--- src/rtl/core/complementarity_gap_reduce_top_macros.svh ---
// assertion macros of the complementarity gap reduction rtl, used by cgr_ctrl
// expects clk_i and rst_ni in the scope of use
`ifndef COMPLEMENTARITY_GAP_REDUCE_TOP_MACROS_SVH
`define COMPLEMENTARITY_GAP_REDUCE_TOP_MACROS_SVH

// property checked on every clock edge outside reset
`define CGR_ASSERT(label, prop, msg) \
  label: assert property (@(posedge clk_i) disable iff (!rst_ni) prop) else $error(msg);

// property checked on every clock edge, reset included
`define CGR_ASSERT_ALWAYS(label, prop, msg) \
  label: assert property (@(posedge clk_i) prop) else $error(msg);

`endif

--- src/rtl/core/cgr_pkg.sv ---
// shared types, constants and helper functions of the complementarity gap block
// no dependencies
`timescale 1ns / 1ps
`default_nettype none

package cgr_pkg;

  // rounding word width
  localparam int MW = 108;

  localparam logic [1:0] KIND_BOTH  = 2'd0;
  localparam logic [1:0] KIND_LOWER = 2'd1;
  localparam logic [1:0] KIND_UPPER = 2'd2;

  localparam logic [63:0] DBL_ONE    = 64'h3FF0_0000_0000_0000;
  localparam logic [62:0] DBL_INF_MAG = 63'h7FF0_0000_0000_0000;

  // datapath operations
  typedef enum logic [3:0] {
    OP_NONE,
    OP_UNPACK,
    OP_MUL_PP,
    OP_MUL_LAST,
    OP_LZC,
    OP_LSHIFT,
    OP_RSHIFT,
    OP_PACK,
    OP_ADD_ALIGN,
    OP_ADD_SUM,
    OP_EMIT
  } dp_op_e;

  typedef struct packed {
    dp_op_e     op;
    logic       upper;   // operand pair: upper bound when set
    logic [1:0] pp_idx;  // partial product index
    logic       to_gap;  // pack result goes to the running gap
  } cmd_t;

  typedef struct packed {
    logic [1:0] kind;
    logic       last;
  } stat_t;

  // leading zero count of the rounding word, MW when zero
  function automatic logic [6:0] lzc(input logic [MW-1:0] v);
    logic [6:0] r;
    r = 7'(MW);
    for (int i = 0; i < MW; i++) begin
      if (v[i]) r = 7'(MW - 1 - i);
    end
    return r;
  endfunction

endpackage

`default_nettype wire

--- src/rtl/core/cgr_ctrl.sv ---
// sequencing state machine of the complementarity gap block
// depends on cgr_pkg and the macro header
`timescale 1ns / 1ps
`default_nettype none
`include "complementarity_gap_reduce_top_macros.svh"

module cgr_ctrl (
  input  wire            clk_i,
  input  wire            rst_ni,
  input  wire            accept_i,
  input  cgr_pkg::stat_t stat_i,
  input  wire            out_ready_i,
  output logic           in_ready_o,
  output logic           out_valid_o,
  output cgr_pkg::cmd_t  cmd_o
);

  typedef enum logic [3:0] {
    S_IDLE, S_CHOOSE, S_UNPACK, S_PP, S_LZC, S_LSH, S_RSH, S_PACK,
    S_ALIGN, S_SUM, S_DONE, S_EMIT
  } state_e;

  state_e     state_q, state_d;
  logic       ready_q, ready_d;
  logic       oval_q, oval_d;
  logic       upper_q, upper_d;
  logic       add_q, add_d;
  logic [2:0] cnt_q, cnt_d;
  logic       want;

  // does the current bound exist for this variable
  assign want = upper_q ? (stat_i.kind == cgr_pkg::KIND_BOTH ||
                           stat_i.kind == cgr_pkg::KIND_UPPER)
                        : (stat_i.kind == cgr_pkg::KIND_BOTH ||
                           stat_i.kind == cgr_pkg::KIND_LOWER);

  // next state and command decode
  always_comb begin
    state_d = state_q;
    ready_d = ready_q;
    oval_d  = oval_q & ~out_ready_i;
    upper_d = upper_q;
    add_d   = add_q;
    cnt_d   = cnt_q;
    cmd_o   = '{op: cgr_pkg::OP_NONE, upper: upper_q, pp_idx: cnt_q[1:0], to_gap: add_q};
    case (state_q)
      S_IDLE: begin
        if (accept_i) begin
          ready_d = 1'b0;
          upper_d = 1'b0;
          state_d = S_CHOOSE;
        end
      end
      S_CHOOSE: begin
        if (want) begin
          state_d = S_UNPACK;
        end else if (!upper_q) begin
          upper_d = 1'b1;
        end else begin
          state_d = S_DONE;
        end
      end
      S_UNPACK: begin
        cmd_o.op = cgr_pkg::OP_UNPACK;
        cnt_d    = 3'd0;
        state_d  = S_PP;
      end
      S_PP: begin
        if (cnt_q == 3'd4) begin
          cmd_o.op = cgr_pkg::OP_MUL_LAST;
          add_d    = 1'b0;
          state_d  = S_LZC;
        end else begin
          cmd_o.op = cgr_pkg::OP_MUL_PP;
          cnt_d    = cnt_q + 3'd1;
        end
      end
      S_LZC: begin
        cmd_o.op = cgr_pkg::OP_LZC;
        state_d  = S_LSH;
      end
      S_LSH: begin
        cmd_o.op = cgr_pkg::OP_LSHIFT;
        state_d  = S_RSH;
      end
      S_RSH: begin
        cmd_o.op = cgr_pkg::OP_RSHIFT;
        state_d  = S_PACK;
      end
      S_PACK: begin
        cmd_o.op = cgr_pkg::OP_PACK;
        if (!add_q) begin
          state_d = S_ALIGN;
        end else begin
          upper_d = 1'b1;
          state_d = upper_q ? S_DONE : S_CHOOSE;
        end
      end
      S_ALIGN: begin
        cmd_o.op = cgr_pkg::OP_ADD_ALIGN;
        state_d  = S_SUM;
      end
      S_SUM: begin
        cmd_o.op = cgr_pkg::OP_ADD_SUM;
        add_d    = 1'b1;
        state_d  = S_LZC;
      end
      S_DONE: begin
        if (stat_i.last) begin
          state_d = S_EMIT;
        end else begin
          ready_d = 1'b1;
          state_d = S_IDLE;
        end
      end
      S_EMIT: begin
        if (!oval_q || out_ready_i) begin
          cmd_o.op = cgr_pkg::OP_EMIT;
          oval_d   = 1'b1;
          ready_d  = 1'b1;
          state_d  = S_IDLE;
        end
      end
      default: state_d = S_IDLE;
    endcase
  end

  // state and registered handshake outputs
  always_ff @(posedge clk_i or negedge rst_ni) begin
    if (!rst_ni) begin
      state_q <= S_IDLE;
      ready_q <= 1'b1;
      oval_q  <= 1'b0;
      upper_q <= 1'b0;
      add_q   <= 1'b0;
      cnt_q   <= 3'd0;
    end else begin
      state_q <= state_d;
      ready_q <= ready_d;
      oval_q  <= oval_d;
      upper_q <= upper_d;
      add_q   <= add_d;
      cnt_q   <= cnt_d;
    end
  end

  assign in_ready_o  = ready_q;
  assign out_valid_o = oval_q;

  `CGR_ASSERT(a_one_item, accept_i |=> !ready_q, "second request taken while busy")
  `CGR_ASSERT(a_emit_last, (cmd_o.op == cgr_pkg::OP_EMIT) |-> stat_i.last,
              "result emitted for an item not marked last")
  `CGR_ASSERT(a_pp_range, (state_q == S_PP) |-> (cnt_q <= 3'd4),
              "partial product counter out of range")
  `CGR_ASSERT(a_ready_idle, ready_q |-> (state_q == S_IDLE),
              "ready raised outside idle")

endmodule

`default_nettype wire

--- config.mk ---
export PLATFORM = sky130hd
export DESIGN_NAME = cgr_ctrl
export DESIGN_NICKNAME = d
export VERILOG_FILES = /design/src/rtl/core/cgr_pkg.sv /design/src/rtl/core/cgr_ctrl.sv
export VERILOG_INCLUDE_DIRS = /design/src /design/src/rtl/core
export SDC_FILE = /design/constraint.sdc
export NUM_CORES = 1
export LEC_CHECK = 0
export BUFFER_PORTS_ARGS = -buffer_cell sky130_fd_sc_hd__buf_2
export CORE_MARGIN = 2
export CORE_UTILIZATION = 55
export CTS_CLUSTER_DIAMETER = 200
export DETAILED_ROUTE_END_ITERATION = 6
export PLACE_DENSITY_LB_ADDON = 0.08
export SLEW_MARGIN = 20
export SYNTH_ARGS = -nofsm -noshare
export SYNTH_HDL_FRONTEND = slang
export SYNTH_SLANG_ARGS = --single-unit
--- constraint.sdc ---
create_clock -name clk_i -period 3.6 [get_ports clk_i]
set_clock_uncertainty 0.05 [all_clocks]
set_input_delay 0.36 -clock clk_i [delete_from_list [all_inputs] [get_ports clk_i]]
set_output_delay 0.36 -clock clk_i [all_outputs]
set_load 0.1 [all_outputs]
* After elaboration in Yosys (flattened, before gate mapping) *
Index checks and enable logic that the tools add are counted.

word-level totals
  flip-flop bits (word level) = 11
  input bits = 7
  logic and storage cells = 72

cells by class
  add/subtract/negate cells = 1
  equal/unequal tests = 22
  mux-type cells = 26
  bitwise operators = 2
  reduce and logical (&&, ||, !) cells = 15

operator list
  operator             number
  $pmux 4 s12          1
  $mux 4               9
  $pmux 4 s9           1
  $eq 4x3->1 const B   4
  $eq 4x4->1 const B   4
  $ne 2x2->1 const B   7
  $reduce_and 4->1     3
  $mux 1               10
  $eq 4x2->1 const B   2
  $pmux 1 s3           2
  $pmux 3 s2           1
  $reduce_bool 3->1    2
  $eq 4x1->1 const B   1
  $logic_not 4->1      1
  $reduce_and 2->1     2
  $reduce_bool 2->1    2
  $add 3x1->3 const B  1
  $eq 3x3->1 const B   1
  $logic_or 1x1->1     3
  $mux 3               1
  $ne 3x3->1 const B   1
  $eq 2x1->1 const B   1
  $eq 2x2->1 const B   1
  $logic_not 2->1      1
  4 further kinds      4

* Depth between registers and ports, before layout *
  depth after elaboration = 5
  gate-level depth with buffers = 6

* Worst setup path after synthesis *
OpenSTA, ideal clock, no wires.

  kind = register to output
  from = register oval_q, in the netlist out_valid_o
  to = output port cmd_o[7] in the netlist's numbering
  arrival time = 2,580 ps
  data required time = 3,190 ps
  path slack = 610 ps
  cell stages (with the launch flop) = 4
  buffers on the path = 0
  cells stage by stage = dfrtp_1 > nand2b_1 > nand2_1 > a21oi_1

RTL lines
  item                      line             source
  start: declaration        cgr_ctrl.sv:25   logic oval_q, oval_d;
  start signal: assignment  cgr_ctrl.sv:140  oval_q <= oval_d;
  end: declaration          cgr_ctrl.sv:15   output cgr_pkg::cmd_t cmd_o

==> metrics.txt <==
Worst-Skew Late Latency 0.28 ns; Post-synth EDFFs 0; DIE AREA 0.00188 mm2; met1 Usage GRT 0.354; syn nets 109; core box area 0.00147 mm2; maximum buffer depth of the clock tree 2; largest net degree at the start of global routing 21; largest fanout on the critical path 18; Port-buffer cells 16; RSZ-0062 raised after global routing false; Synth Instances 100; remaining antenna violation count 0; DRT Pass-1 Iters 4; Rel. slew slack 0.615; # IOs 17; Synth top area share 0.294; DRT Wirelength 1880 um; synthesized flop and latch total 11; worst r2r src state_q[1]$_DFFE_PN0P_; setup TNS 0 ns; n_diodes 0; grt met2 use 0.316; Final min period 2.35 ns; dpl hpwl 1390 um; grt total ovfl 0; top_reg_cell synth dfrtp_1; CP Class flip-flop to output port; Critical Path Source Type flip-flop; antenna violations before repair 0; DRC Markers 0; met3 Use GR 0.0375; area added between synthesis and finish 8.08%; worst setup path endpoint cmd_o[4]; Syn Area/Cell 8.52 um2; top-count cell post-synth dfrtp_1; Async SR Flop Fraction 1.00; DIE HEIGHT 43.4 um; vias in the first global route 685; status finished clean; initial core utilization 0.579; Die X 43.4 um; H-Tree Depth 1; Synth top cells by count 10 x dfrtp_1, 7 x a21oi_1, 7 x nand2_1; Yosys warning count 0; Post-Route Utilization 0.626; num rows 14; share of cells above drive strength 1 0.207; register area share after synthesis 0.325; TritonCTS clock tree yes; max-cap violation count 0; Worst R2R End state_q[1]$_DFFE_PN0P_; fmax 426 MHz; Synth Cell Area 852 um2; period utilization 0.652; Slew @ Worst Pin 0.578 ns; Slew Viols, Final 0; Clock transition at path regs 0.07 ns; WP data required 3.19 ns; initial DRC count 31; routability congestion estimate 0.882; Vias/cell 6.36; synth top area cells dfrtp_1 29%, a21oi_1 4.1%, nand2b_1 3.7%; area leader, netlist dfrtp_1; distinct cell type count after synthesis 48; gr usage total 0.228; critical path arrival 1.94 ns; Final #Nets 121; layer with the highest usage met1; count of final setup violators 0; DR WL/cell 14.8 um; clk sinks 11; CTS Buf Count 3; Clk Tree Root Cell clkbuf_4; Hold WC Path Type input port to flip-flop; first-pass GRT wire length 3140 um; via count 808; CP Capture Type output port; fill count 143; r2r setup slk 1.83 ns; cells on worst reg2reg path 4; Final Hold Viols 0; crit path from state_q[0]$_DFFE_PN0P_
[timing repair]
action,in CTS,in global routing
resized for setup,0,0
hold buffers,1,0
endpoints found under the hold margin,10,0
buffers inserted,0,0
[cell usage in the layout, fill, tap and decap left out, drive strengths merged, types with 2 or more instances in the layout]
cell,count
a21boi,2
a21oi,7
a31oi,2
buf,16
clkbuf,3
dfrtp,10
ha,2
inv,4
mux2i,2
nand2,7
nand2b,5
nand3,5
nand4b,2
nor2,6
nor2b,2
o21ai,7
[per-layer routing]
| metal | up-vias | part of all wire |
|---|---|---|
| li1 | 392 | - |
| met1 | 386 | 0.49 |
| met2 | 26 | 0.43 |
| met3 | 4 | 0.066 |
| met4 | 0 | 0.016 |
| met5 | - | 0 |
[final cells by class]
type	count	area (um2)	share of cell area
multi-input cells	75	492	0.534
repair buffers	17	90.1	0.0978
flip-flops and latches	11	277	0.300
inverters	4	15.0	0.0163
clock inverters	1	5.00	0.00543
well taps	16	20.0	0.0217
clock buffers	3	22.5	0.0245
[sequential cells by signal, indices dropped and copies added (netlist names)]
name / flops
add_q: 1
out_valid_o: 1
cnt_q: 3
in_ready_o: 1
state_q: 4
upper_q: 1
[cell families after synthesis]
kind of cell | count (synthesis) | share of synthesized area
simple gates | 37 | 0.250
compound gates | 33 | 0.264
buf+inv | 14 | 0.0984
flops | 11 | 0.325
mux | 2 | 0.0235
fa+ha+maj | 2 | 0.0294
xor+xnor | 1 | 0.0103
[critical path: stages, from the launching register on]
cell	delay [ns]
dfrtp_1	0.56
inv_1	0.19
nor2_1	0.09
a211oi_1	0.25
o21bai_1	0.13
buf_2	0.44
[worst min path at each step]
stage / start / to / cells after the start
after global placement: rst_ni / cnt_q[0]$_DFFE_PN0P_ / 1
after detailed placement: rst_ni / cnt_q[0]$_DFFE_PN0P_ / 1
after global routing: accept_i / upper_q$_DFFE_PN0P_ / 3
after floorplan: rst_ni / add_q$_DFFE_PN0P_ / 0
after CTS: accept_i / upper_q$_DFFE_PN0P_ / 3
final: accept_i / upper_q$_DFFE_PN0P_ / 3
[stage by stage]
step / std cells / cell area (um2) / hold slack (ns) / worst slack (ns)
5_1_grt: 127 / 921 / 0.408 / 1.12
2_1_floorplan: 100 / 852 / 0.0144 / 0.610
6_report: 127 / 921 / 0.376 / 1.25
3_3_place_gp: 122 / 883 / 0.184 / 1.59
3_5_place_dp: 122 / 883 / 0.182 / 1.56
4_1_cts: 127 / 921 / 0.382 / 1.26
Power is not shown: default switching activity piles up to over one toggle a cycle in this logic, so the estimate is an artifact.
